`config.mk`:
```
export PLATFORM = sky130hd
export DESIGN_NAME = bfa_word_unit
export DESIGN_NICKNAME = d
export VERILOG_FILES = /design/src/rtl/core/bfa_pkg.sv /design/src/rtl/core/bfa_word_unit.sv
export SDC_FILE = /design/constraint.sdc
export NUM_CORES = 1
export LEC_CHECK = 0
export ABC_AREA = 1
export BUFFER_PORTS_ARGS = -buffer_cell sky130_fd_sc_hd__buf_2
export CORE_MARGIN = 2
export CORE_UTILIZATION = 55
export DETAILED_ROUTE_END_ITERATION = 16
export PLACE_DENSITY = 0.85
export SYNTH_ARGS = -nofsm -noshare
export SYNTH_HDL_FRONTEND = slang
export SYNTH_SLANG_ARGS = --single-unit
```
`constraint.sdc`:
```
create_clock -name vclk -period 12.4
set_input_delay 1.86 -clock vclk [all_inputs]
set_output_delay 1.86 -clock vclk [all_outputs]
set_load 0.03 [all_outputs]
```
`src/rtl/core/bfa_pkg.sv`:
```
// Shared types, widths and codes for the bitmap frame allocator.
// Depends on nothing; every other file of the block imports it.
package bfa_pkg;

    // Field widths fixed by the item formats.
    localparam int OP_W    = 2;
    localparam int FIRST_W = 16;
    localparam int CNT_W   = 17;
    localparam int TOT_W   = 17;
    localparam int FRAME_W = 16;
    localparam int ST_W    = 2;

    // Internal frame arithmetic: wide enough for a start frame plus a count.
    localparam int FR_W    = 18;
    // Bit positions inside a bitmap word, including the word width itself.
    localparam int POS_W   = 7;

    // Defaults of the top-level parameters.
    localparam int DEF_MAX_FRAMES = 65536;
    localparam int DEF_WORD_BITS  = 64;

    // Reset value of the total_frames register.
    localparam logic [TOT_W-1:0] TOTAL_RESET = TOT_W'(65536);

    // Operation codes.
    localparam logic [OP_W-1:0] OP_ALLOC   = 2'd0;
    localparam logic [OP_W-1:0] OP_FREE    = 2'd1;
    localparam logic [OP_W-1:0] OP_RESERVE = 2'd2;

    // Status codes.
    localparam logic [ST_W-1:0] ST_DONE    = 2'd0;
    localparam logic [ST_W-1:0] ST_OOM     = 2'd1;
    localparam logic [ST_W-1:0] ST_IGNORED = 2'd2;

    // What the word unit reports about one scan step.
    typedef struct packed {
        logic             hit_free; // a free bit exists at or above the pointer
        logic             at_ptr;   // that free bit is the pointer bit itself
        logic [POS_W-1:0] free_pos; // first free bit at or above the pointer
        logic [POS_W-1:0] run_len;  // free bits from free_pos up to the next used bit
    } t_scan_res;

endpackage

```
`src/rtl/core/bfa_word_unit.sv`:
```
// Shared word unit: free-stretch search within one bitmap word and range mask generation.
// Depends on bfa_pkg for the scan result struct and position width.
module bfa_word_unit import bfa_pkg::*; #(
    parameter int WORD_BITS = DEF_WORD_BITS
) (
    input  logic [WORD_BITS-1:0] i_word,  // used bits of the word
    input  logic [POS_W-1:0]     i_ptr,   // lowest bit of interest
    input  logic [POS_W-1:0]     i_hi,    // bits at and above this lie outside the range
    output t_scan_res            o_scan,
    output logic [WORD_BITS-1:0] o_mask   // bits from i_ptr up to i_hi
);

    // Bits at or above a position.
    function automatic logic [WORD_BITS-1:0] ge_mask(input logic [POS_W-1:0] p);
        logic [WORD_BITS-1:0] m;
        for (int i = 0; i < WORD_BITS; i++) begin
            m[i] = (POS_W'(i) >= p);
        end
        return m;
    endfunction

    // Bits below a position.
    function automatic logic [WORD_BITS-1:0] lt_mask(input logic [POS_W-1:0] p);
        logic [WORD_BITS-1:0] m;
        for (int i = 0; i < WORD_BITS; i++) begin
            m[i] = (POS_W'(i) < p);
        end
        return m;
    endfunction

    // Index of the lowest set bit, or the word width when none is set.
    function automatic logic [POS_W-1:0] lowest_set(input logic [WORD_BITS-1:0] v);
        logic [POS_W-1:0] pos;
        pos = POS_W'(WORD_BITS);
        for (int i = WORD_BITS - 1; i >= 0; i--) begin
            if (v[i]) begin
                pos = POS_W'(i);
            end
        end
        return pos;
    endfunction

    logic [WORD_BITS-1:0] ptr_mask;
    logic [WORD_BITS-1:0] used_eff;
    logic [WORD_BITS-1:0] free_vec;
    logic [POS_W-1:0]     free_pos;
    logic [POS_W-1:0]     stop_pos;

    // Frames outside the range count as used, so a stretch never crosses the limit.
    assign ptr_mask = ge_mask(i_ptr);
    assign used_eff = i_word | ~lt_mask(i_hi);
    assign free_vec = ~used_eff & ptr_mask;
    assign free_pos = lowest_set(free_vec);
    assign stop_pos = lowest_set(used_eff & ge_mask(free_pos));

    always_comb begin
        o_scan.hit_free = |free_vec;
        o_scan.at_ptr   = (free_pos == i_ptr);
        o_scan.free_pos = free_pos;
        o_scan.run_len  = stop_pos - free_pos;
    end

    assign o_mask = ptr_mask & lt_mask(i_hi);

endmodule

```
* Word-level counts from Yosys, hierarchy flattened
Index checks and enable logic that the tools add are counted.
** Storage, ports and cells
- Bits in writable memories :: 0
- Memory bits (read-only) :: 0
- Bits in latches :: 0
- Output and inout bits :: 80
- Flip-flop bits (word level) :: 0
- Memories kept :: 0
** Operators by class
- Equal/unequal tests :: 1
- $add $sub $neg :: 1
- $mul :: 0
- $lt $le $gt $ge :: 192
- Muxes and demuxes :: 128
- Bitwise gates (word level) :: 6
- Shift-type cells :: 0
- Reduce and logical (&&, ||, !) cells :: 1
- Div/mod/pow operators :: 0
** Operators with widths (number)
- 7-bit two-way mux :: 128
- 6-bit by 7-bit greater-or-equal comparator with 1-bit output, first input constant :: 64
- 5-bit by 7-bit greater-or-equal comparator with 1-bit output, first input constant :: 32
- 6-bit by 7-bit < comparator with 1-bit output, first input constant :: 32
- 64-bit bitwise AND :: 3
- 64-bit inverter :: 2
- 4-bit by 7-bit greater-or-equal comparator with 1-bit output, first input constant :: 16
- 5-bit by 7-bit < comparator with 1-bit output, first input constant :: 16
- 64-bit bitwise OR :: 1
- 64-bit OR reduction :: 1
- 3-bit by 7-bit greater-or-equal comparator with 1-bit output, first input constant :: 8
- 4-bit by 7-bit < comparator with 1-bit output, first input constant :: 8
- 1-bit by 7-bit greater-or-equal comparator with 1-bit output, first input constant :: 4
- 2-bit by 7-bit greater-or-equal comparator with 1-bit output, first input constant :: 4
- 3-bit by 7-bit < comparator with 1-bit output, first input constant :: 4
- 1-bit by 7-bit < comparator with 1-bit output, first input constant :: 2
- 2-bit by 7-bit < comparator with 1-bit output, first input constant :: 2
- 7-bit equality test :: 1
- 7-bit subtractor :: 1

* Depth between registers and ports, before layout
Gate-level depths: netlist (run 1).
- Word-level depth :: 136
- Mapped depth :: 120
- Gate-level depth less buffers :: 119

* Worst setup path before layout (run 1)
No wires, ideal clock.
- Path type :: input port to output port
- Start point :: input port i_hi[6]
- End point :: output port o_scan[6] in the netlist's numbering
- Arrival :: 8.970 ns
- Setup slack :: 1.570 ns
- Required time :: 10.540 ns
- Cell stages on the path :: 70
- Buffers on the path :: 2
- Path through :: buf_4 > nor2_1 > buf_2 > inv_2 > nor2_1 > inv_2 > nor2_1 > a211oi_1 > nand2_1 > nand2_1 > nor2_1 > nand2_1 > inv_2 > nand2_1 > nor2_2 > inv_1 > nor2_1 > inv_1 > [34 not listed] > nand2_1 > nand2_1 > nand2_1 > nand2_1 > nand2_1 > nand2_1 > nand2_1 > nand2_1 > a21oi_1 > ha_1 > inv_1 > fa_1 > nand3_1 > nand2_1 > nand2_1 > nand2_1 > a21oi_1 > xnor2_1
** RTL lines
- start, declared :: RTL line bfa_word_unit.sv:8 : input logic [POS_W-1:0] i_hi,
- end, declared :: RTL line bfa_word_unit.sv:9 : output t_scan_res o_scan,

==> metrics.csv, run 1 <==
stage,metric,value,unit
flow_run,max_cap viols,0,
floorplanning,Die Width,98.7,um
timing,Final min period,11.90,ns
pwr,Net Sw Power,397,uW
pwr,Leak,3.97,nW
floorplanning,Initial Util,0.565,
floorplanning,Rows,34,
pwr,P_int,176,uW
detailed_routing,first-pass detailed-route iteration total,7,
setup_path,Worst EP required,10.54,ns
timing,RSZ-0062 raised after global routing,yes,
detailed_routing,Final ANT Viol Nets,0,
setup_path,element type at the critical path end,primary output,
setup_path,CP startpoint kind,input port,
placement,Post-DP HPWL,18.8,mm
yosys,"Cell Area, Synth",4930,um2
pwr,switching part of the total,0.693,
setup_path,Crit path top cell by count,nand2_1,
yosys,sequential share of the synthesized area,0,
detailed_routing,Vias per Instance,5.77,
yosys,Synth top area share,0.209,
timing,final hold vios,0,
grt,total global routing overflow,0,
floorplanning,Die Ht,98.7,um
detailed_routing,vias,8164,
detailed_routing,DRC Markers,0,
pwr,sequential share of power,0,
finish,footprint of the multi-input gates,3980,um2
timing,Finish-stage setup viols,0,
floorplanning,Die Footprint,9730,um2
setup_path,Critical Path Stages,69,
finish,Ant. Diodes,0,
setup_path,"critical path fanouts, max",13,
finish,share of layout cells above drive strength 1,0.219,
pwr,Pwr Density,90.6,nW/um2
setup_path,Worst Path Buf+Inv,13,
finish,area growth from synthesis to layout,28.3,%
yosys,syn_nets,1213,
placement,gpl congestion,1.14,
placement,"number of placed instances, taps included",1392,
hold_path,HP Class,input port to primary output,
hold_path,Hold Crit Start,i_ptr[6],
setup_path,slowest CP cell,nor2_1,
outcome,outcome,"finished, final reports clean",
hold_path,Hold Path End,o_mask[63],
pwr,Pwr Total,573,uW
setup_path,crit path DAT,10.04,ns
detailed_routing,routed wire length,23.6,mm
pwr,worst ir drop on vdd,0.139,mV
timing,max-slew violations,0,
finish,filler cell count,897,
floorplanning,core area,8720,um2
grt,GRT Overall Usage,0.449,
grt,antenna violations before repair,0,
finish,seq_cells,0,
finish,clock buffers,0,
yosys,"top cells by area, synth","nand2_1, inv_1, nor2_1",
yosys,Syn. warnings,0,
pwr,Clock Power Share,0,
setup_path,critical path's top delay family,simple AND/OR/NAND/NOR gates,
timing,max_slew headroom,0.468,
detailed_routing,DR iter-0 viols,1051,
timing,Slew @ Worst Pin,0.790,ns
timing,fmax,84.0,MHz
hold_path,Hold Path Stages,3,
yosys,cells after synthesis,1128,
yosys,"Distinct cells, synth",40,
yosys,leading area contributor after synthesis,nand2_1,
cts,Hold Buf Count CTS,0,
placement,number of port buffers,158,
detailed_routing,Routed WL per cell,16.7,um
floorplanning,IO Count,158,
setup_path,Crit Path Class,input port to primary output,
finish,Layout Nets,1395,
finish,Final Instance Count excl. Fillers,1416,
grt,vias in the first global route,7088,
yosys,Synth Area per Inst,4.37,um2
grt,first-pass GRT wire length,35.2,mm
timing,final period utilization,0.960,
finish,Register Area,0,um2
setup_path,max incr delay on CP,0.38,ns
grt,pin count of the biggest net entering global routing,15,
pwr,combinational power share,1.000,
==> metrics by stage <==
step / area, um2 / setup slack [ns] / utilization / hold WS, ns / setup TNS (ns)
finish: 6320 / 0.499 / 0.725 / 4.14 / 0
global route: 6320 / -0.370 / 0.725 / 4.16 / -0.793
CTS: 5860 / 0.479 / 0.672 / 4.09 / 0
detailed placement: 5860 / 0.513 / 0.672 / 4.09 / 0
global placement: 5860 / 0.595 / 0.672 / 4.09 / 0
floorplan: 4930 / 1.57 / - / 3.84 / 0
==> synthesized netlist by cell type (2+ instances only) <==
master    instances
nand2_1         275
inv_1           265
nor2_1          245
a21oi_1          96
o21ai_0          62
inv_2            24
nand3_1          23
nor3_1           19
o21ai_1          11
a211oi_1          9
nor4_1            9
o211ai_1          7
xor2_1            7
a31oi_1           6
clkbuf_1          6
ha_1              6
nor2_2            6
buf_4             5
nand2_2           5
or2_2             5
nand2_4           4
o21bai_1          4
o31ai_1           4
nand4_1           3
nor2_4            3
and3_1            2
nand3_2           2
o21ai_2           2
o22ai_1           2
==> power groups by stage <==
| stage | Sequential (mW) | Clock (mW) | Combinational [mW] |
|---|---|---|---|
| 2_1_floorplan | 0 | 0 | 0.365 |
| 3_3_place_gp | 0 | 0 | 0.506 |
| 3_5_place_dp | 0 | 0 | 0.509 |
| 4_1_cts | 0 | 0 | 0.511 |
| 5_1_grt | 0 | 0 | 0.618 |
| 6_report | 0 | 0 | 0.573 |
==> metal layers <==
metal	global-route usage	vias up	wire length, um
li1	-	3808	-
met1	0.608	3444	8770
met2	0.682	737	9480
met3	0.0816	175	3630
met4	0.228	0	1710
met5	0	-	0
==> worst max path at each step <==
stage | startpoint | to | slack (ns)
finish | i_hi[6] | o_scan[6] | 0.50
global route | i_ptr[3] | o_scan[6] | -0.37
CTS | i_hi[2] | o_scan[6] | 0.48
detailed placement | i_hi[2] | o_scan[6] | 0.51
global placement | i_hi[2] | o_scan[6] | 0.60
floorplan | i_hi[6] | o_scan[6] | 1.57
==> logic make-up after synthesis <==
family	after synthesis	synth area share
and+or+nand+nor	602	0.498
adders and majority gates	7	0.0193
xor gates and xnor gates	8	0.0142
buffers and inverters	302	0.234
AOI/OAI and AO/OA	209	0.234
==> area by class of cell <==
cell class,count,area share
inverter,290,0.175
multi-input combinational,826,0.630
tap,108,0.0214
timing repair buffer,192,0.174
==> layout by cell type (no fill, tap or decap), types with 8 or more instances in the layout <==
master      n
inv_2      23
buf_2     149
nor3_1     19
nor2_2     12
a21oi_1    93
nor2_4     10
buf_4      36
nor4_1      9
nand2_4     8
nand2_1   264
o21ai_1     8
a211oi_1    9
nand3_1    20
inv_1     260
o21ai_0    62
nor2_1    232
nand2_2    10
==> repair_timing <==
| item | CTS | global route |
|---|---|---|
| setup buffers | 0 | 24 |
| gates resized for setup | 0 | 86 |
| endpoints found under the setup margin | 0 | 6 |
(Power assumes the default switching activity.)
==> run 2, diff against run 1 <==
- CORE_UTILIZATION: 55 -> 45
- PLACE_DENSITY: 0.85 -> 0.72
==> run 2 against run 1 <==
Routed wire length rose by 5.1%. Die area is 21% higher. Via count is 5.0% lower. Critical path depth grew 1. Total power down 0.61%. Non-clock buffer count up 3. Clock-buffer cell count stayed put. Flip-flop and latch count is the same. First-iteration DRC count fell by 21%. Hold slack better by 0.0019 ns.
==> metrics.csv, run 2 (synthesis gave the netlist of run 1 again) <==
stage,metric,value,unit
grt,pin count of the biggest net entering global routing,15,
setup_path,Worst EP required,10.54,ns
placement,gpl congestion,1.12,
floorplanning,Rows,38,
pwr,switching part of the total,0.696,
detailed_routing,DRC Markers,0,
setup_path,critical path's top delay family,simple AND/OR/NAND/NOR gates,
detailed_routing,routed wire length,24.8,mm
floorplanning,Die Footprint,11800,um2
timing,final hold vios,0,
grt,GRT Overall Usage,0.406,
cts,Hold Buf Count CTS,0,
hold_path,Hold Path End,o_mask[63],
grt,total global routing overflow,0,
timing,Slew @ Worst Pin,0.746,ns
timing,RSZ-0062 raised after global routing,yes,
pwr,Leak,3.99,nW
detailed_routing,Vias per Instance,5.35,
pwr,Net Sw Power,396,uW
placement,"number of placed instances, taps included",1434,
floorplanning,Initial Util,0.459,
finish,Ant. Diodes,0,
floorplanning,core area,10700,um2
finish,seq_cells,0,
placement,number of port buffers,158,
finish,"commonest non-fill, non-tap cell in the layout",nand2_1,
hold_path,Hold Crit Start,i_ptr[6],
finish,clock buffers,0,
pwr,Pwr Density,89.4,nW/um2
timing,fmax,85.5,MHz
finish,most frequent cells in the layout,"nand2_1, inv_1, nor2_1",
setup_path,Worst Path Buf+Inv,14,
placement,Post-DP HPWL,20.4,mm
timing,max-slew violations,0,
setup_path,element type at the critical path end,primary output,
finish,Final Instance Count excl. Fillers,1451,
flow_run,max_cap viols,0,
timing,final period utilization,0.943,
pwr,P_int,173,uW
timing,Finish-stage setup viols,0,
timing,max_slew headroom,0.498,
detailed_routing,Routed WL per cell,17.1,um
timing,Final min period,11.69,ns
floorplanning,IO Count,158,
timing,setup TNS,0,ns
pwr,combinational power share,1.000,
finish,Register Area,0,um2
hold_path,HP Class,input port to primary output,
setup_path,crit path DAT,9.83,ns
outcome,outcome,"finished, final reports clean",
detailed_routing,DR iter-0 viols,832,
finish,area growth from synthesis to layout,29.1,%
pwr,Pwr Total,569,uW
floorplanning,Die Ht,109,um
finish,Layout Nets,1398,
detailed_routing,first-pass detailed-route iteration total,8,
grt,first-pass GRT wire length,36.2,mm
hold_path,Hold Path Stages,3,
pwr,Clock Power Share,0,
grt,vias in the first global route,6757,
pwr,worst ir drop on vdd,0.199,mV
setup_path,Crit Path Class,input port to primary output,
setup_path,Crit path top cell by count,nand2_1,
setup_path,slowest CP cell,fa_2,
setup_path,"critical path fanouts, max",13,
setup_path,CP startpoint kind,input port,
setup_path,max incr delay on CP,0.36,ns
finish,share of layout cells above drive strength 1,0.220,
pwr,sequential share of power,0,
detailed_routing,vias,7758,
detailed_routing,Final ANT Viol Nets,0,
grt,antenna violations before repair,0,
floorplanning,Die Width,109,um
==> run 2: changes by cell type in the layout (fill, tap and decap cells not counted), sizes merged <==
cell      before  now
buf          190  193
clkinvlp       1    2
inv          288  287
==> run 2: how the worst max path moves through the flow <==
stage / to / from / cells past startpoint
floorplan: o_scan[6] / i_hi[6] / 70
global placement: o_scan[6] / i_hi[2] / 119
detailed placement: o_scan[6] / i_hi[2] / 119
CTS: o_scan[6] / i_hi[2] / 119
global route: o_scan[6] / i_hi[2] / 119
finish: o_scan[6] / i_hi[6] / 70
==> run 2: per-stage QoR <==
stage	instance area (um2)	utilization	setup slack, ns	hold slack (ns)
floorplan	4930	-	1.57	3.84
global placement	5980	0.556	0.394	4.10
detailed placement	5980	0.556	0.316	4.10
CTS	5980	0.556	0.299	4.10
global route	6360	0.592	-0.159	4.16
finish	6360	0.592	0.707	4.14
==> run 2: cell type report <==
class,instances,area (um2)
Fill cell,1235,4380
Multi-Input combinational cell,826,3950
Timing Repair Buffer,195,1140
Inverter,290,1100
Tap cell,140,175
==> run 2: power groups by stage <==
stage	combinational (mW)	clock [mW]	sequential [mW]
3_5_place_dp	0.522	0	0
4_1_cts	0.525	0	0
5_1_grt	0.619	0	0
2_1_floorplan	0.365	0	0
3_3_place_gp	0.524	0	0
6_report	0.569	0	0
==> run 2: per-layer routing <==
metal	vias to the layer above	GRT usage	share of wire
met5	-	0	0
met3	85	0.0843	0.13
li1	3797	-	-
met4	0	0.133	0.044
met1	3330	0.559	0.41
met2	546	0.629	0.42
==> run 2: what timing repair did <==
action                                  CTS  global route
gates resized for setup                   0            78
setup buffers                             0            16
endpoints found under the setup margin    0             7
==> run 3, diff against run 2 <==
- MAX_ROUTING_LAYER: unset -> met4
==> run 3 against run 2 <==
Routed wire length decreased by 0.68%. Non-clock buffer count increased by 6. Sequential share of layout area unchanged. First-iteration DRC count increased by 15%. Clock-buffer cell count unchanged. Highest routed layer unchanged.
==> metrics.csv, run 3 (synthesis gave the netlist of run 1 again) <==
stage,metric,value,unit
timing,final setup margin,0.743,ns
finish,most frequent cells in the layout,"nand2_1, inv_1, nor2_1",
timing,setup TNS,0,ns
setup_path,Worst EP required,10.54,ns
cts,Hold Buf Count CTS,0,
timing,smallest hold slack,4.13,ns
setup_path,slowest CP cell,fa_2,
floorplanning,IO Count,158,
timing,final hold vios,0,
grt,GRT Overall Usage,0.414,
flow_run,max_cap viols,0,
finish,Final Instance Count excl. Fillers,1457,
setup_path,crit path launch,i_hi[6],
detailed_routing,DR iter-0 viols,955,
grt,first-pass GRT wire length,36.5,mm
detailed_routing,Final ANT Viol Nets,0,
finish,filler cell count,1211,
placement,Post-DP HPWL,20.2,mm
grt,vias in the first global route,6918,
placement,DP Worst Slack,0.411,ns
detailed_routing,vias,7881,
floorplanning,Die Footprint,11800,um2
pwr,worst ir drop on vdd,0.150,mV
detailed_routing,Routed WL per cell,16.9,um
detailed_routing,first-pass detailed-route iteration total,6,
finish,seq_cells,0,
timing,RSZ-0062 raised after global routing,yes,
setup_path,Critical path destination,o_scan[6],
setup_path,CP startpoint kind,input port,
finish,Ant. Diodes,0,
floorplanning,Die Width,109,um
grt,total global routing overflow,0,
finish,footprint of the multi-input gates,4000,um2
finish,post-layout util,0.602,
detailed_routing,Vias per Instance,5.41,
setup_path,element type at the critical path end,primary output,
grt,antenna violations before repair,0,
finish,share of layout cells above drive strength 1,0.229,
timing,Finish-stage setup viols,0,
placement,number of port buffers,158,
setup_path,"critical path fanouts, max",13,
grt,pin count of the biggest net entering global routing,15,
detailed_routing,routed wire length,24.6,mm
timing,max-slew violations,0,
finish,area growth from synthesis to layout,31.3,%
finish,"commonest non-fill, non-tap cell in the layout",nand2_1,
outcome,outcome,"finished, final reports clean",
setup_path,crit path DAT,9.80,ns
floorplanning,Rows,38,
hold_path,HP Class,input port to primary output,
timing,final period utilization,0.940,
timing,fmax,85.8,MHz
floorplanning,core area,10700,um2
floorplanning,Die Ht,109,um
setup_path,Crit Path Class,input port to primary output,
finish,Register Area,0,um2
finish,clock buffers,0,
timing,Slew @ Worst Pin,0.792,ns
setup_path,Crit path top cell by count,nand2_1,
placement,gpl congestion,1.07,
floorplanning,Initial Util,0.459,
detailed_routing,DRC Markers,0,
timing,max_slew headroom,0.467,
setup_path,max incr delay on CP,0.37,ns
timing,Final min period,11.66,ns
finish,Layout Nets,1404,
pwr,Leak,4.02,nW
placement,"number of placed instances, taps included",1434,
pwr,Pwr Density,89.0,nW/um2
-- run 3: worst min-delay path by stage --
stage,end,startpoint,slack [ns],cells after the start
after floorplan,o_mask[63],i_ptr[6],3.84,1
after global placement,o_mask[63],i_ptr[6],4.10,3
after detailed placement,o_mask[63],i_ptr[6],4.10,3
after CTS,o_mask[63],i_ptr[6],4.11,3
after global routing,o_mask[63],i_ptr[6],4.15,3
final,o_mask[63],i_ptr[6],4.13,3
-- run 3: what timing repair did --
| action | in CTS | in global routing |
|---|---|---|
| endpoints found under the setup margin | 0 | 6 |
| gates resized for setup | 0 | 98 |
| buffers inserted | 0 | 23 |
-- run 3: cell type report --
cell class                      instances  area share
Inverter                              290       0.170
Multi-Input combinational cell        826       0.618
Tap cell                              140      0.0271
Timing Repair Buffer                  201       0.184
-- run 3: through the flow --
step	cell area (um2)	power [mW]
3_3_place_gp	5980	0.525
6_report	6470	0.576
3_5_place_dp	5980	0.522
5_1_grt	6470	0.624
2_1_floorplan	4930	0.365
4_1_cts	5980	0.524
-- run 3: worst max-delay path: cells and delay by family --
kind                       cells  cell delay [ns]
AOI/OAI and AO/OA              4             0.60
xor gates and xnor gates       1             0.12
adders and majority gates      2             0.55
buffers and inverters         14             1.97
and+or+nand+nor               49             4.69
-- run 3: where the power goes --
part	internal (mW)	switching [mW]
registers	0	0
logic	0.178	0.398
clock network	0	0
-- run 3: per-layer routing --
| layer | vias up | GRT usage | part of all wire | wire length, um |
|---|---|---|---|---|
| li1 | 3811 | - | - | - |
| met1 | 3456 | 0.575 | 0.41 | 10100 |
| met2 | 532 | 0.615 | 0.42 | 10300 |
| met3 | 82 | 0.0592 | 0.13 | 3170 |
| met4 | 0 | 0.133 | 0.042 | 1030 |
| met5 | - | - | 0 | 0 |
